<file path="config.mk">
export PLATFORM = sky130hd
export DESIGN_NAME = double_size_text_column_renderer_unit
export DESIGN_NICKNAME = d
export VERILOG_FILES = /design/src/rtl/dstcr_pkg.sv /design/src/rtl/double_size_text_column_renderer_unit.sv /design/src/rtl/dstcr_front.sv /design/src/rtl/dstcr_queue.sv /design/src/rtl/dstcr_back.sv
export SDC_FILE = /design/constraint.sdc
export NUM_CORES = 1
export LEC_CHECK = 0
export ABC_AREA = 1
export BUFFER_PORTS_ARGS = -buffer_cell sky130_fd_sc_hd__buf_2
export CORE_UTILIZATION = 45
export CTS_CLUSTER_SIZE = 12
export DETAILED_ROUTE_END_ITERATION = 8
export GPL_TIMING_DRIVEN = 0
export PLACE_DENSITY_LB_ADDON = 0.12
export SLEW_MARGIN = 20
export SYNTH_ARGS = -nofsm -noshare
export SYNTH_HDL_FRONTEND = slang
export SYNTH_HIERARCHICAL = 1
export SYNTH_SLANG_ARGS = --single-unit
export TNS_END_PERCENT = 20
</file>
<file path="constraint.sdc">
create_clock -name i_clk -period 7.8 [get_ports i_clk]
set_input_delay 2.34 -clock i_clk [delete_from_list [all_inputs] [get_ports i_clk]]
set_output_delay 2.34 -clock i_clk [all_outputs]
set_load 0.02 [all_outputs]
</file>
<file path="src/rtl/dstcr_pkg.sv">
package dstcr_pkg;

    localparam int CELL_COLS   = 12;
    localparam int GLYPH_COLS  = 5;
    localparam int QUEUE_DEPTH = 2;

    typedef logic [GLYPH_COLS-1:0][7:0] t_glyph;

    // one character's worth of work for the write sequencer
    typedef struct packed {
        t_glyph     glyph;
        logic [7:0] column;
        logic [2:0] page;
    } t_cmd;

    typedef struct packed {
        logic valid;
        t_cmd cmd;
    } t_qport;

    // 5x7 font, column 0 in the lowest byte, unknown codes blank
    function automatic t_glyph font_glyph(input logic [7:0] code);
        t_glyph g;
        unique case (code)
            8'h21:   g = t_glyph'(40'h00_00_5F_00_00);
            8'h41:   g = t_glyph'(40'h7E_11_11_11_7E);
            8'h42:   g = t_glyph'(40'h36_49_49_49_7F);
            8'h44:   g = t_glyph'(40'h3E_41_41_41_7F);
            8'h47:   g = t_glyph'(40'h7A_49_49_41_3E);
            8'h49:   g = t_glyph'(40'h00_41_7F_41_00);
            8'h52:   g = t_glyph'(40'h46_29_19_09_7F);
            8'h53:   g = t_glyph'(40'h31_49_49_49_46);
            8'h61:   g = t_glyph'(40'h78_54_54_54_20);
            8'h63:   g = t_glyph'(40'h20_44_44_44_38);
            8'h64:   g = t_glyph'(40'h7F_48_44_44_38);
            8'h65:   g = t_glyph'(40'h18_54_54_54_38);
            8'h68:   g = t_glyph'(40'h78_04_04_08_7F);
            8'h69:   g = t_glyph'(40'h00_40_7D_44_00);
            8'h6B:   g = t_glyph'(40'h00_44_28_10_7F);
            8'h6E:   g = t_glyph'(40'h78_04_04_08_7C);
            8'h6F:   g = t_glyph'(40'h38_44_44_44_38);
            8'h70:   g = t_glyph'(40'h08_14_14_14_7C);
            8'h71:   g = t_glyph'(40'h7C_18_14_14_08);
            8'h72:   g = t_glyph'(40'h08_04_04_08_7C);
            8'h73:   g = t_glyph'(40'h24_54_54_54_48);
            8'h74:   g = t_glyph'(40'h20_40_44_3F_04);
            8'h75:   g = t_glyph'(40'h7C_20_40_40_3C);
            8'h77:   g = t_glyph'(40'h3C_40_38_40_3C);
            default: g = '0;
        endcase
        return g;
    endfunction

endpackage

</file>
<file path="src/rtl/double_size_text_column_renderer_unit.sv">
// double-size text renderer: one character in, up to 24 framebuffer byte writes out
// input stream (s side): one transfer per character; tuser carries the string
//   start and centering flags, tdata the code, start column/page and string length
// output stream (m side): one transfer per byte write; tdata holds the address
//   (page * PANEL_WIDTH + column) and the pixel byte, tlast marks the last write
//   of a character
// a front stage keeps the cursor, looks up the glyph and posts a command into a
//   two-entry queue; a back sequencer walks 12 columns x 2 pages, one write a cycle
//   while the receiver is ready; its single write port sets the pace at 24 writes
//   per character (12 when the bottom page lies past the panel); characters that
//   emit nothing are taken by the front stage and never reach the queue
// from idle, the first write passes the queue, the sequencer and then the output register
// s_tready drops only while the queue holds two pending characters
// a stalled receiver holds the output register; the sequencer and then the queue
//   back up behind it, nothing is dropped
// reset clears the cursor to column 0, page 0, the line-full flag, the queue and
//   the output valid
module double_size_text_column_renderer_unit #(
    parameter int PANEL_WIDTH = 128,
    parameter int PANEL_PAGES = 8
) (
    input  logic        i_clk,
    input  logic        i_rst_n,
    // input stream
    input  logic        i_s_tvalid,
    output logic        o_s_tready,
    input  logic [31:0] i_s_tdata,   // char_code[7:0], start_column[14:8],
                                     // start_page[17:15], string_length[25:18], zero pad
    input  logic [1:0]  i_s_tuser,   // first_of_string[0], center_mode[1]
    // output stream
    output logic        o_m_tvalid,
    input  logic        i_m_tready,
    output logic [23:0] o_m_tdata,   // write_address[9:0], write_data[17:10], zero pad
    output logic        o_m_tlast    // last_of_char
);
    import dstcr_pkg::*;

    logic       s_accept;
    logic       q_full;
    logic       q_pop;
    t_qport     q_push;
    t_qport     q_head;
    logic [9:0] wr_addr;
    logic [7:0] wr_data;

    // an input transfer completes whenever the queue has room
    assign o_s_tready = !q_full;
    assign s_accept   = i_s_tvalid && o_s_tready;

    dstcr_front #(
        .PANEL_WIDTH(PANEL_WIDTH),
        .PANEL_PAGES(PANEL_PAGES)
    ) u_front (
        .i_clk            (i_clk),
        .i_rst_n          (i_rst_n),
        .i_accept         (s_accept),
        .i_char_code      (i_s_tdata[7:0]),
        .i_first_of_string(i_s_tuser[0]),
        .i_center_mode    (i_s_tuser[1]),
        .i_start_column   (i_s_tdata[14:8]),
        .i_start_page     (i_s_tdata[17:15]),
        .i_string_length  (i_s_tdata[25:18]),
        .o_push           (q_push)
    );

    dstcr_queue u_queue (
        .i_clk  (i_clk),
        .i_rst_n(i_rst_n),
        .i_push (q_push),
        .i_pop  (q_pop),
        .o_head (q_head),
        .o_full (q_full)
    );

    dstcr_back #(
        .PANEL_WIDTH(PANEL_WIDTH),
        .PANEL_PAGES(PANEL_PAGES)
    ) u_back (
        .i_clk          (i_clk),
        .i_rst_n        (i_rst_n),
        .i_head         (q_head),
        .o_pop          (q_pop),
        .o_valid        (o_m_tvalid),
        .i_ready        (i_m_tready),
        .o_write_address(wr_addr),
        .o_write_data   (wr_data),
        .o_last_of_char (o_m_tlast)
    );

    assign o_m_tdata = {6'b000000, wr_data, wr_addr};

    // a command is never posted into a full queue
    a_no_overflow: assert property (@(posedge i_clk) disable iff (!i_rst_n)
        q_push.valid |-> !q_full)
        else $error("command posted into full queue");

    // the sequencer only takes a command that is present
    a_no_underflow: assert property (@(posedge i_clk) disable iff (!i_rst_n)
        q_pop |-> q_head.valid)
        else $error("command taken from empty queue");

    // a posted command reaches an empty queue, so the queue is not empty next cycle
    a_push_lands: assert property (@(posedge i_clk) disable iff (!i_rst_n)
        (q_push.valid && !q_head.valid) |=> q_head.valid || $past(q_pop) || q_pop)
        else $error("posted command lost");

    // output valid is low right after reset
    a_reset_idle: assert property (@(posedge i_clk)
        $past(!i_rst_n) |-> !o_m_tvalid)
        else $error("output valid after reset");

endmodule

</file>
<file path="src/rtl/dstcr_front.sv">
module dstcr_front #(
    parameter int PANEL_WIDTH = 128,
    parameter int PANEL_PAGES = 8
) (
    input  logic             i_clk,
    input  logic             i_rst_n,
    input  logic             i_accept,
    input  logic [7:0]       i_char_code,
    input  logic             i_first_of_string,
    input  logic             i_center_mode,
    input  logic [6:0]       i_start_column,
    input  logic [2:0]       i_start_page,
    input  logic [7:0]       i_string_length,
    output dstcr_pkg::t_qport o_push
);
    import dstcr_pkg::*;

    localparam logic [8:0]  LIMIT   = 9'(PANEL_WIDTH - CELL_COLS);
    localparam logic [11:0] WIDTH12 = 12'(PANEL_WIDTH);
    localparam logic [3:0]  PAGES4  = 4'(PANEL_PAGES);

    logic [7:0]  r_col, n_col;
    logic [2:0]  r_page, n_page;
    logic        r_full, n_full;
    logic [11:0] str_w;
    logic [11:0] spare;
    logic [7:0]  centered;
    logic [7:0]  col_eff;
    logic        full_eff;
    logic        too_far;

    always_comb begin
        str_w    = {1'b0, i_string_length, 3'b000} + {2'b00, i_string_length, 2'b00};
        spare    = WIDTH12 - str_w;
        centered = (str_w < WIDTH12) ? spare[8:1] : 8'd0;
        if (i_first_of_string) begin
            col_eff  = i_center_mode ? centered : {1'b0, i_start_column};
            n_page   = i_start_page;
            full_eff = 1'b0;
        end else begin
            col_eff  = r_col;
            n_page   = r_page;
            full_eff = r_full;
        end
        too_far = full_eff || ({1'b0, col_eff} > LIMIT);
        n_full  = too_far;
        n_col   = too_far ? col_eff : col_eff + 8'(CELL_COLS);

        o_push.valid      = i_accept && !too_far && ({1'b0, n_page} < PAGES4);
        o_push.cmd.glyph  = font_glyph(i_char_code);
        o_push.cmd.column = col_eff;
        o_push.cmd.page   = n_page;
    end

    always_ff @(posedge i_clk) begin
        if (!i_rst_n) begin
            r_col  <= '0;
            r_page <= '0;
            r_full <= 1'b0;
        end else if (i_accept) begin
            r_col  <= n_col;
            r_page <= n_page;
            r_full <= n_full;
        end
    end

endmodule

</file>
<file path="src/rtl/dstcr_queue.sv">
module dstcr_queue (
    input  logic              i_clk,
    input  logic              i_rst_n,
    input  dstcr_pkg::t_qport i_push,
    input  logic              i_pop,
    output dstcr_pkg::t_qport o_head,
    output logic              o_full
);
    import dstcr_pkg::*;

    localparam int PTR_W = $clog2(QUEUE_DEPTH);

    t_cmd             r_mem [QUEUE_DEPTH];
    logic [PTR_W-1:0] r_wr_ptr;
    logic [PTR_W-1:0] r_rd_ptr;
    logic [PTR_W:0]   r_count;

    assign o_full       = (r_count == (PTR_W+1)'(QUEUE_DEPTH));
    assign o_head.valid = (r_count != '0);
    assign o_head.cmd   = r_mem[r_rd_ptr];

    always_ff @(posedge i_clk) begin
        if (i_push.valid) begin
            r_mem[r_wr_ptr] <= i_push.cmd;
        end
    end

    always_ff @(posedge i_clk) begin
        if (!i_rst_n) begin
            r_wr_ptr <= '0;
            r_rd_ptr <= '0;
            r_count  <= '0;
        end else begin
            if (i_push.valid) begin
                r_wr_ptr <= r_wr_ptr + 1'b1;
            end
            if (i_pop) begin
                r_rd_ptr <= r_rd_ptr + 1'b1;
            end
            case ({i_push.valid, i_pop})
                2'b10:   r_count <= r_count + 1'b1;
                2'b01:   r_count <= r_count - 1'b1;
                default: r_count <= r_count;
            endcase
        end
    end

endmodule

</file>
<file path="src/rtl/dstcr_back.sv">
module dstcr_back #(
    parameter int PANEL_WIDTH = 128,
    parameter int PANEL_PAGES = 8
) (
    input  logic              i_clk,
    input  logic              i_rst_n,
    input  dstcr_pkg::t_qport i_head,
    output logic              o_pop,
    output logic              o_valid,
    input  logic              i_ready,
    output logic [9:0]        o_write_address,
    output logic [7:0]        o_write_data,
    output logic              o_last_of_char
);
    import dstcr_pkg::*;

    localparam logic [3:0]  PAGES4   = 4'(PANEL_PAGES);
    localparam logic [11:0] WIDTH12  = 12'(PANEL_WIDTH);
    localparam logic [3:0]  LAST_COL = 4'(CELL_COLS - 1);
    localparam logic [3:0]  INK_COLS = 4'(2 * GLYPH_COLS);

    function automatic logic [7:0] stretch(input logic [3:0] nib);
        logic [7:0] r;
        for (int k = 0; k < 4; k++) begin
            r[2*k]   = nib[k];
            r[2*k+1] = nib[k];
        end
        return r;
    endfunction

    logic        r_busy;
    t_cmd        r_cmd;
    logic [3:0]  r_col;
    logic        r_pg;
    logic        r_ovalid;
    logic [9:0]  r_addr;
    logic [7:0]  r_data;
    logic        r_last;

    logic        beat;
    logic        has_bottom;
    logic        last_pg;
    logic        last_beat;
    logic        load;
    logic [7:0]  g;
    logic [3:0]  page;
    logic [11:0] addr_sum;

    always_comb begin
        beat       = r_busy && (!r_ovalid || i_ready);
        has_bottom = ({1'b0, r_cmd.page} + 4'd1) < PAGES4;
        last_pg    = r_pg || !has_bottom;
        last_beat  = last_pg && (r_col == LAST_COL);
        load       = i_head.valid && (!r_busy || (beat && last_beat));
        g          = (r_col < INK_COLS) ? r_cmd.glyph[r_col[3:1]] : 8'h00;
        page       = {1'b0, r_cmd.page} + {3'b000, r_pg};
        addr_sum   = 12'(page) * WIDTH12 + {4'b0000, r_cmd.column} + {8'h00, r_col};
    end

    assign o_pop           = load;
    assign o_valid         = r_ovalid;
    assign o_write_address = r_addr;
    assign o_write_data    = r_data;
    assign o_last_of_char  = r_last;

    always_ff @(posedge i_clk) begin
        if (!i_rst_n) begin
            r_busy   <= 1'b0;
            r_ovalid <= 1'b0;
        end else begin
            if (load) begin
                r_busy <= 1'b1;
            end else if (beat && last_beat) begin
                r_busy <= 1'b0;
            end
            if (beat) begin
                r_ovalid <= 1'b1;
            end else if (i_ready) begin
                r_ovalid <= 1'b0;
            end
        end
    end

    always_ff @(posedge i_clk) begin
        if (load) begin
            r_cmd <= i_head.cmd;
            r_col <= '0;
            r_pg  <= 1'b0;
        end else if (beat) begin
            if (last_pg) begin
                r_pg  <= 1'b0;
                r_col <= r_col + 4'd1;
            end else begin
                r_pg  <= 1'b1;
            end
        end
        if (beat) begin
            r_addr <= addr_sum[9:0];
            r_data <= r_pg ? stretch(g[7:4]) : stretch(g[3:0]);
            r_last <= last_beat;
        end
    end

endmodule

</file>
==> results of run 1 <==
## synth_stat cells, types with 6 or more instances
master	count
sky130_fd_sc_hd__nand4_1	17
sky130_fd_sc_hd__o21ai_1	6
sky130_fd_sc_hd__a21oi_1	22
sky130_fd_sc_hd__mux2_4	50
sky130_fd_sc_hd__o21ai_0	26
sky130_fd_sc_hd__ha_1	20
sky130_fd_sc_hd__nor3_1	15
sky130_fd_sc_hd__nor2_1	126
sky130_fd_sc_hd__xor2_1	11
sky130_fd_sc_hd__buf_4	21
sky130_fd_sc_hd__nand3_1	53
sky130_fd_sc_hd__inv_1	123
sky130_fd_sc_hd__nand2_1	165
sky130_fd_sc_hd__edfxtp_1	168
sky130_fd_sc_hd__nand2_2	8
sky130_fd_sc_hd__dfxtp_1	24
## power groups by stage
stage,registers (mW),logic (mW),clock network (mW)
6_report,1.60,1.13,0.939
5_1_grt,1.63,1.25,1.01
4_1_cts,1.61,1.14,0.963
3_5_place_dp,1.63,1.14,0
3_3_place_gp,1.63,1.11,0
2_1_floorplan,1.65,0.820,0
## sequential cells by signal, summed over array words and instances (netlist names), named ones only
signal and cells:
u_queue/r_wr_ptr 1, u_back/o_write_address 10, u_back/r_busy 1, u_queue/r_mem 102
u_back/o_valid 1, u_front/r_full 1, u_queue/r_rd_ptr 1, u_queue/r_count 2
u_back/r_col 4, u_back/o_last_of_char 1, u_back/r_cmd 51, u_front/r_page 3
u_front/r_col 8, u_back/r_pg 1, u_back/o_write_data 4
## metal layers
layer	wire length [um]	part of all wire [%]	global-route usage, %	vias to the layer above
met5	0	0	0	-
met4	388	2.1	6.60	0
met3	693	3.7	3.50	26
met2	8970	48	30.5	118
met1	8730	46	23.6	2896
li1	-	-	-	3190
## metrics by stage
step           total power [mW]  std cells  worst slack (ps)  setup TNS (ps)
2_1_floorplan              2.47        923               745               0
3_3_place_gp               2.74       1250             -1190          -60610
3_5_place_dp               2.77       1252              1720               0
4_1_cts                    3.72       1284              2170               0
5_1_grt                    3.88       1284              1900               0
6_report                   3.67       1284              2200               0
## cell type report
cell class | count | area [sq um] | share of cell area [%]
buffer | 34 | 318 | 2.89
clock buffer | 19 | 433 | 3.94
timing repair buffer | 54 | 315 | 2.87
multi-input combinational | 568 | 3360 | 30.6
inverter | 129 | 489 | 4.45
clock inverter | 13 | 209 | 1.90
sequential | 192 | 5530 | 50.3
tap | 275 | 344 | 3.13
## worst paths after layout
| kind | start | end | slack (ps) |
|---|---|---|---|
| worst max-delay path | i_s_tdata[18] | u_queue/r_mem[0][44] | 2200 |
| worst min-delay path | u_queue/r_rd_ptr | flop | 510 |
| worst max register to register | u_front/r_col[3] | u_queue/r_mem[0][44] | 5120 |
| worst min register to register | u_queue/r_rd_ptr | flop | 510 |
## worst min-delay path, delay by kind of cell, from the launching register on
family	cells	cell delay, ps
AND/OR/NAND/NOR	2	140
flip-flops	1	330
## cells by family (layout without fill, tap and decap cells)
kind of cell | count (synthesis) | in the layout | share of synthesized area, %
other | 2 | 12 | 0.0779
adders and majority gates | 22 | 22 | 3.01
buffers and inverters | 163 | 249 | 8.32
muxes | 51 | 51 | 7.90
AOI/OAI and AO/OA | 60 | 60 | 3.41
xor gates and xnor gates | 14 | 14 | 1.27
DFF | 192 | 192 | 57.3
and+or+nand+nor | 409 | 409 | 18.7
==> run metrics, run 1 <==
post-CTS setup buffer count 0; mean instance size in the synthesized netlist roughly 11 sq um; violated checks design-rule violations; GPL Wtd Cong roughly 0.93; Post-Place Cell Area just over 10,000 sq um; Overall Global Routing Usage 18.2%; Non-Filler Cell Area, Final between 10,000 and 15,000 sq um; Min-Delay Path Depth 2; path class of the lowest-slack min-delay path flop to flop; pins over their slew limit 0; Synth Instances around 910; cells along the critical path buf_2 -> ha_1 -> inv_1 -> fa_1 -> inv_1 -> nand2_1 -> nand2_1 -> nand3_1 -> nand3_1 -> nand3_1 -> nor2_2 -> nand3_1 -> nand2_1 -> ha_1 -> inv_1 -> nor2_1 -> nand2_1 -> nand3_4 -> nand2_4 -> nor2_4 -> inv_1 -> nor2_4 -> buf_16; most common cell after layout, fill and taps aside sky130_fd_sc_hd__edfxtp_1; number of buffers created by CTS 17; portion of the clock cycle consumed by the worst path in the final layout approximately 72%; total core area roughly 21,000 sq um; top-level port count between 60 and 70; data arrival time of the critical path between 5000 and 6000 ps; number of synthesis warnings 6; port buffer count 52; number of setup violations in the final report 0; final-layout fill cell count roughly 1,900; share of synthesized flip-flops with an asynchronous set or reset 0%; Placement Rows 53; Hold Worst Slack 508 ps; CTS clk-pin slew, worst paths approximately 70 ps; DRC 1; clock root buffer master sky130_fd_sc_hd__clkbuf_16; element type at the critical path start input port; pin count of the biggest net entering global routing 56; synthesis-to-layout area growth 14.0%; post-synth top area cell sky130_fd_sc_hd__edfxtp_1; power density normalized to cell area approximately 330 nW/um^2; Initial DRC Count about 350; Worst IR Drop VDD around 150 uV; gate family responsible for the most delay along the worst path simple AND/OR/NAND/NOR gates; final antenna diode count 0; number of buffers added to fix hold violations after cts 0; area share of the largest cell type after synthesis a little over half; total via count after detailed routing around 6,200; maximum achievable frequency 0.178 GHz; dominant cells by area after synthesis sky130_fd_sc_hd__edfxtp_1 52%, sky130_fd_sc_hd__mux2_4 7.8%, sky130_fd_sc_hd__nand2_1 6.4%; Max-slew headroom between 50% and 60%; first-pass iteration count of the detailed router 6; number of nets still failing antenna checks after routing 0; static leakage 4.87 nW; number of distinct library cells after synthesis 42; power share of the clock group around a quarter; total die area roughly 22,000 sq um; Die X 148 um; initial cell density of the core between 40% and 50%; Seq cells post-synth ~190; count of flip-flops with a built-in enable after synthesis 168; layout cells sized above 1 19.7%; predominant post-synthesis flop cell sky130_fd_sc_hd__edfxtp_1; sw frac a little under a third; number of buffers and inverters on the critical path 6; unrepaired setup endpoints after global routing no; depth of the worst register-to-register path 15; category of the worst setup path capture point flop; vias in the first global route 6,014; number of hold violations in the final report 0; worst clock skew just over 7 ps; total number of cells along the worst setup path 23; maximum clock path buffer count 2; Pint approximately 2.6 mW; average detailed-routed wire length per instance approximately 15 um; clock tree from TritonCTS built; status finished, violations left; master of the slowest instance on the critical path sky130_fd_sc_hd__nor2_4; sequential share of power between 40 and 50%; Resized Gates After CTS 0; stage delay of the slowest cell on the critical path 510 ps; start-to-end type of the worst setup path input port to flop; TritonCTS Sinks ~190; Die Height approximately 150 um; required time reported for the critical path endpoint between 7000 and 8000 ps; Post-DP HPWL around 14,000 um; Gate power share 30.7%; sw power roughly 1.1 mW; reported max-cap violation count 0; latest clock arrival within the worst-skew pair about 420 ps; number of levels the H-tree was split into 4; minimum clock period between 5000 and 6000 ps; post-detailed-route via-to-cell ratio about 4.9; remaining global-route overflow 0; antenna violations before repair 0; share of synthesized area occupied by flip-flops and latches between 50% and 60%; actual slew at the worst max-slew pin 715 ps; Final #Nets 1,056; commonest cells after routing, fill and taps aside 168 x sky130_fd_sc_hd__edfxtp_1, 165 x sky130_fd_sc_hd__nand2_1, 125 x sky130_fd_sc_hd__nor2_1, 122 x sky130_fd_sc_hd__inv_1, 53 x sky130_fd_sc_hd__nand3_1; post-route core utilization 52.3%; highest fanout seen on the critical path 20; DRT Wirelength 18,800 um; netlist area before placement between 9000 and 10,000 sq um; wire length of the first global-routing pass about 30,000 um
Power figures use the tool's default switching activity.
==> inputs of run 2 (changes only) <==
==> constraint.sdc (replaced) <==
create_clock -name i_clk -period 4.6 [get_ports i_clk]
set_input_delay 1.38 -clock i_clk [delete_from_list [all_inputs] [get_ports i_clk]]
set_output_delay 1.38 -clock i_clk [all_outputs]
set_load 0.02 [all_outputs]
==> run metrics, run 2 (synthesis gave the netlist of run 1 again) <==
status finished, violations left; violated checks design-rule violations; number of nets still failing antenna checks after routing 0; category of the worst setup path capture point flop; Initial DRC Count between 300 and 400; Placement Rows 53; Post-Place Cell Area around 10,000 sq um; actual slew at the worst max-slew pin 698 ps; register area approximately 5500 sq um; reported max-cap violation count 0; DRT Wirelength 18,600 um; TritonCTS Sinks ~190; power density normalized to cell area 549 nW/um^2; total die area roughly 22,000 sq um; CTS clk-pin slew, worst paths approximately 60 ps; port buffer count 52; worst clock skew 7.78 ps; Overall Global Routing Usage between 15 and 20%; most common cell after layout, fill and taps aside sky130_fd_sc_hd__edfxtp_1; commonest cells after routing, fill and taps aside 168 x sky130_fd_sc_hd__edfxtp_1, 163 x sky130_fd_sc_hd__nand2_1, 125 x sky130_fd_sc_hd__nor2_1, 120 x sky130_fd_sc_hd__inv_1, 53 x sky130_fd_sc_hd__nand3_1; antenna violations before repair 0; number of setup violations in the final report 0; register bank with the most flops u_queue/r_mem; required time reported for the critical path endpoint between 4000 and 5000 ps; Final #Nets 1,063; setup TNS 0 ps; remaining global-route overflow 0; Die X about 150 um; DRC 2; clock tree from TritonCTS built; number of buffers created by CTS 17; final antenna diode count 0; pin count of the biggest net entering global routing between 50 and 60; path class of the lowest-slack min-delay path flop to flop; GR Util met1 roughly a quarter; number of hold violations in the final report 0; wire length of the first global-routing pass about 30,000 um; portion of the clock cycle consumed by the worst path in the final layout between 90 and 100%; met3 track utilization from global routing between 3 and 4%; Hold Worst Slack between 400 and 500 ps; highest fanout seen on the critical path 11; total via count after detailed routing slightly above 6,000; static leakage 4.84 nW; initial cell density of the core approximately 46%; total area of multi-input combinational cells between 3000 and 4000 sq um; data arrival time of the critical path approximately 4500 ps; minimum clock period 4300 ps; average detailed-routed wire length per instance around 14 um; layout cells sized above 1 20.5%; maximum clock path buffer count 2; unrepaired setup endpoints after global routing no; element type at the critical path start input port; final-layout fill cell count approximately 1,900; number of levels the H-tree was split into 4; latest clock arrival within the worst-skew pair 430 ps; max reg flops roughly 100; maximum achievable frequency between 0.2 and 0.25 GHz; synthesis-to-layout area growth 13.8%; number of buffers added to fix hold violations after cts 0; top-level port count 65; post-detailed-route via-to-cell ratio roughly 4.8; clock root buffer master sky130_fd_sc_hd__clkbuf_16; start-to-end type of the worst setup path input port to flop; vias in the first global route slightly below 6,000; total core area about 21,000 sq um; Post-DP HPWL 13,700 um; met2 global-route usage between 20 and 30%; highest-utilization routing layer at the global route stage met2; Non-Filler Cell Area, Final 11,000 sq um; Max-slew headroom a little over half; Die Height 148 um; first-pass iteration count of the detailed router 7; pins over their slew limit 0; total design power about 6 mW; GPL Wtd Cong about 0.91; Worst IR Drop VDD between 200 and 300 uV
run 2: cell count changes in the layout (fill, tap and decap cells not counted), sizes merged:
cell,delta
inv,-2
buf,+6
bufinv,-5
clkinvlp,+3
clkbuf,+7
clkinv,-2
run 2: cell type report:
cell class                      instances  area share, %
Tap cell                              275           3.14
Sequential cell                       192           50.4
Clock buffer                           26           4.66
Inverter                              129           4.47
Buffer                                 34           2.90
Timing Repair Buffer                   60           3.33
Clock inverter                          6          0.399
Timing Repair inverter                  1         0.0684
Multi-Input combinational cell        568           30.7
run 2: layer usage:
metal	routed length, um	up-vias
met3	510	18
met1	8830	2859
met2	9040	114
met5	0	-
li1	-	3203
met4	227	0
run 2: path summary, 6_finish.rpt:
kind                          from              endpoint  slack, ps  cells past startpoint
setup / recovery     i_s_tdata[18]  u_queue/r_mem[1][50]        300                     22
hold / removal    u_front/r_col[7]      u_front/r_col[7]        490                      2
setup reg to reg   u_back/r_col[1]    u_queue/r_count[1]       2170                     13
hold reg to reg   u_front/r_col[7]      u_front/r_col[7]        490                      2
run 2: what timing repair did:
item,CTS,global route
endpoints found under the setup margin,28,44
setup buffers,1,4
resized for setup,1,0
pin swaps,0,1
cloned,1,0
run 2: where the power goes:
group / internal [mW] / switching, mW
registers: 2.55 / 0.165
clock network: 0.774 / 0.607
logic: 0.836 / 1.09
total: 4.16 / 1.86
run 2: critical path, stage by stage:
cell and delay, ps:
sky130_fd_sc_hd__buf_2 130, sky130_fd_sc_hd__ha_1 170, sky130_fd_sc_hd__inv_1 50, sky130_fd_sc_hd__fa_2 350, sky130_fd_sc_hd__inv_2 60, sky130_fd_sc_hd__nand2_1 40, sky130_fd_sc_hd__nand2_1 90, sky130_fd_sc_hd__nand3_1 100
sky130_fd_sc_hd__nand3_1 100, sky130_fd_sc_hd__nand3_1 110, sky130_fd_sc_hd__nor2_2 180, sky130_fd_sc_hd__nand3_1 110, sky130_fd_sc_hd__nand2_1 190, sky130_fd_sc_hd__inv_1 110, sky130_fd_sc_hd__ha_1 240, sky130_fd_sc_hd__nor2_4 170
sky130_fd_sc_hd__nand3_4 110, sky130_fd_sc_hd__nand2_4 120, sky130_fd_sc_hd__nor2_4 80, sky130_fd_sc_hd__nand2_2 170, sky130_fd_sc_hd__clkinvlp_4 160, sky130_fd_sc_hd__buf_4 220
run 2: per-stage QoR:
stage               utilization [%]  cells  worst slack (ps)
global route                   52.2   1291              20.8
finish                         52.2   1291               296
floorplan                         -    923              4.27
CTS                            52.1   1287               178
detailed placement             49.3   1253              -624
global placement               49.0   1250             -1120
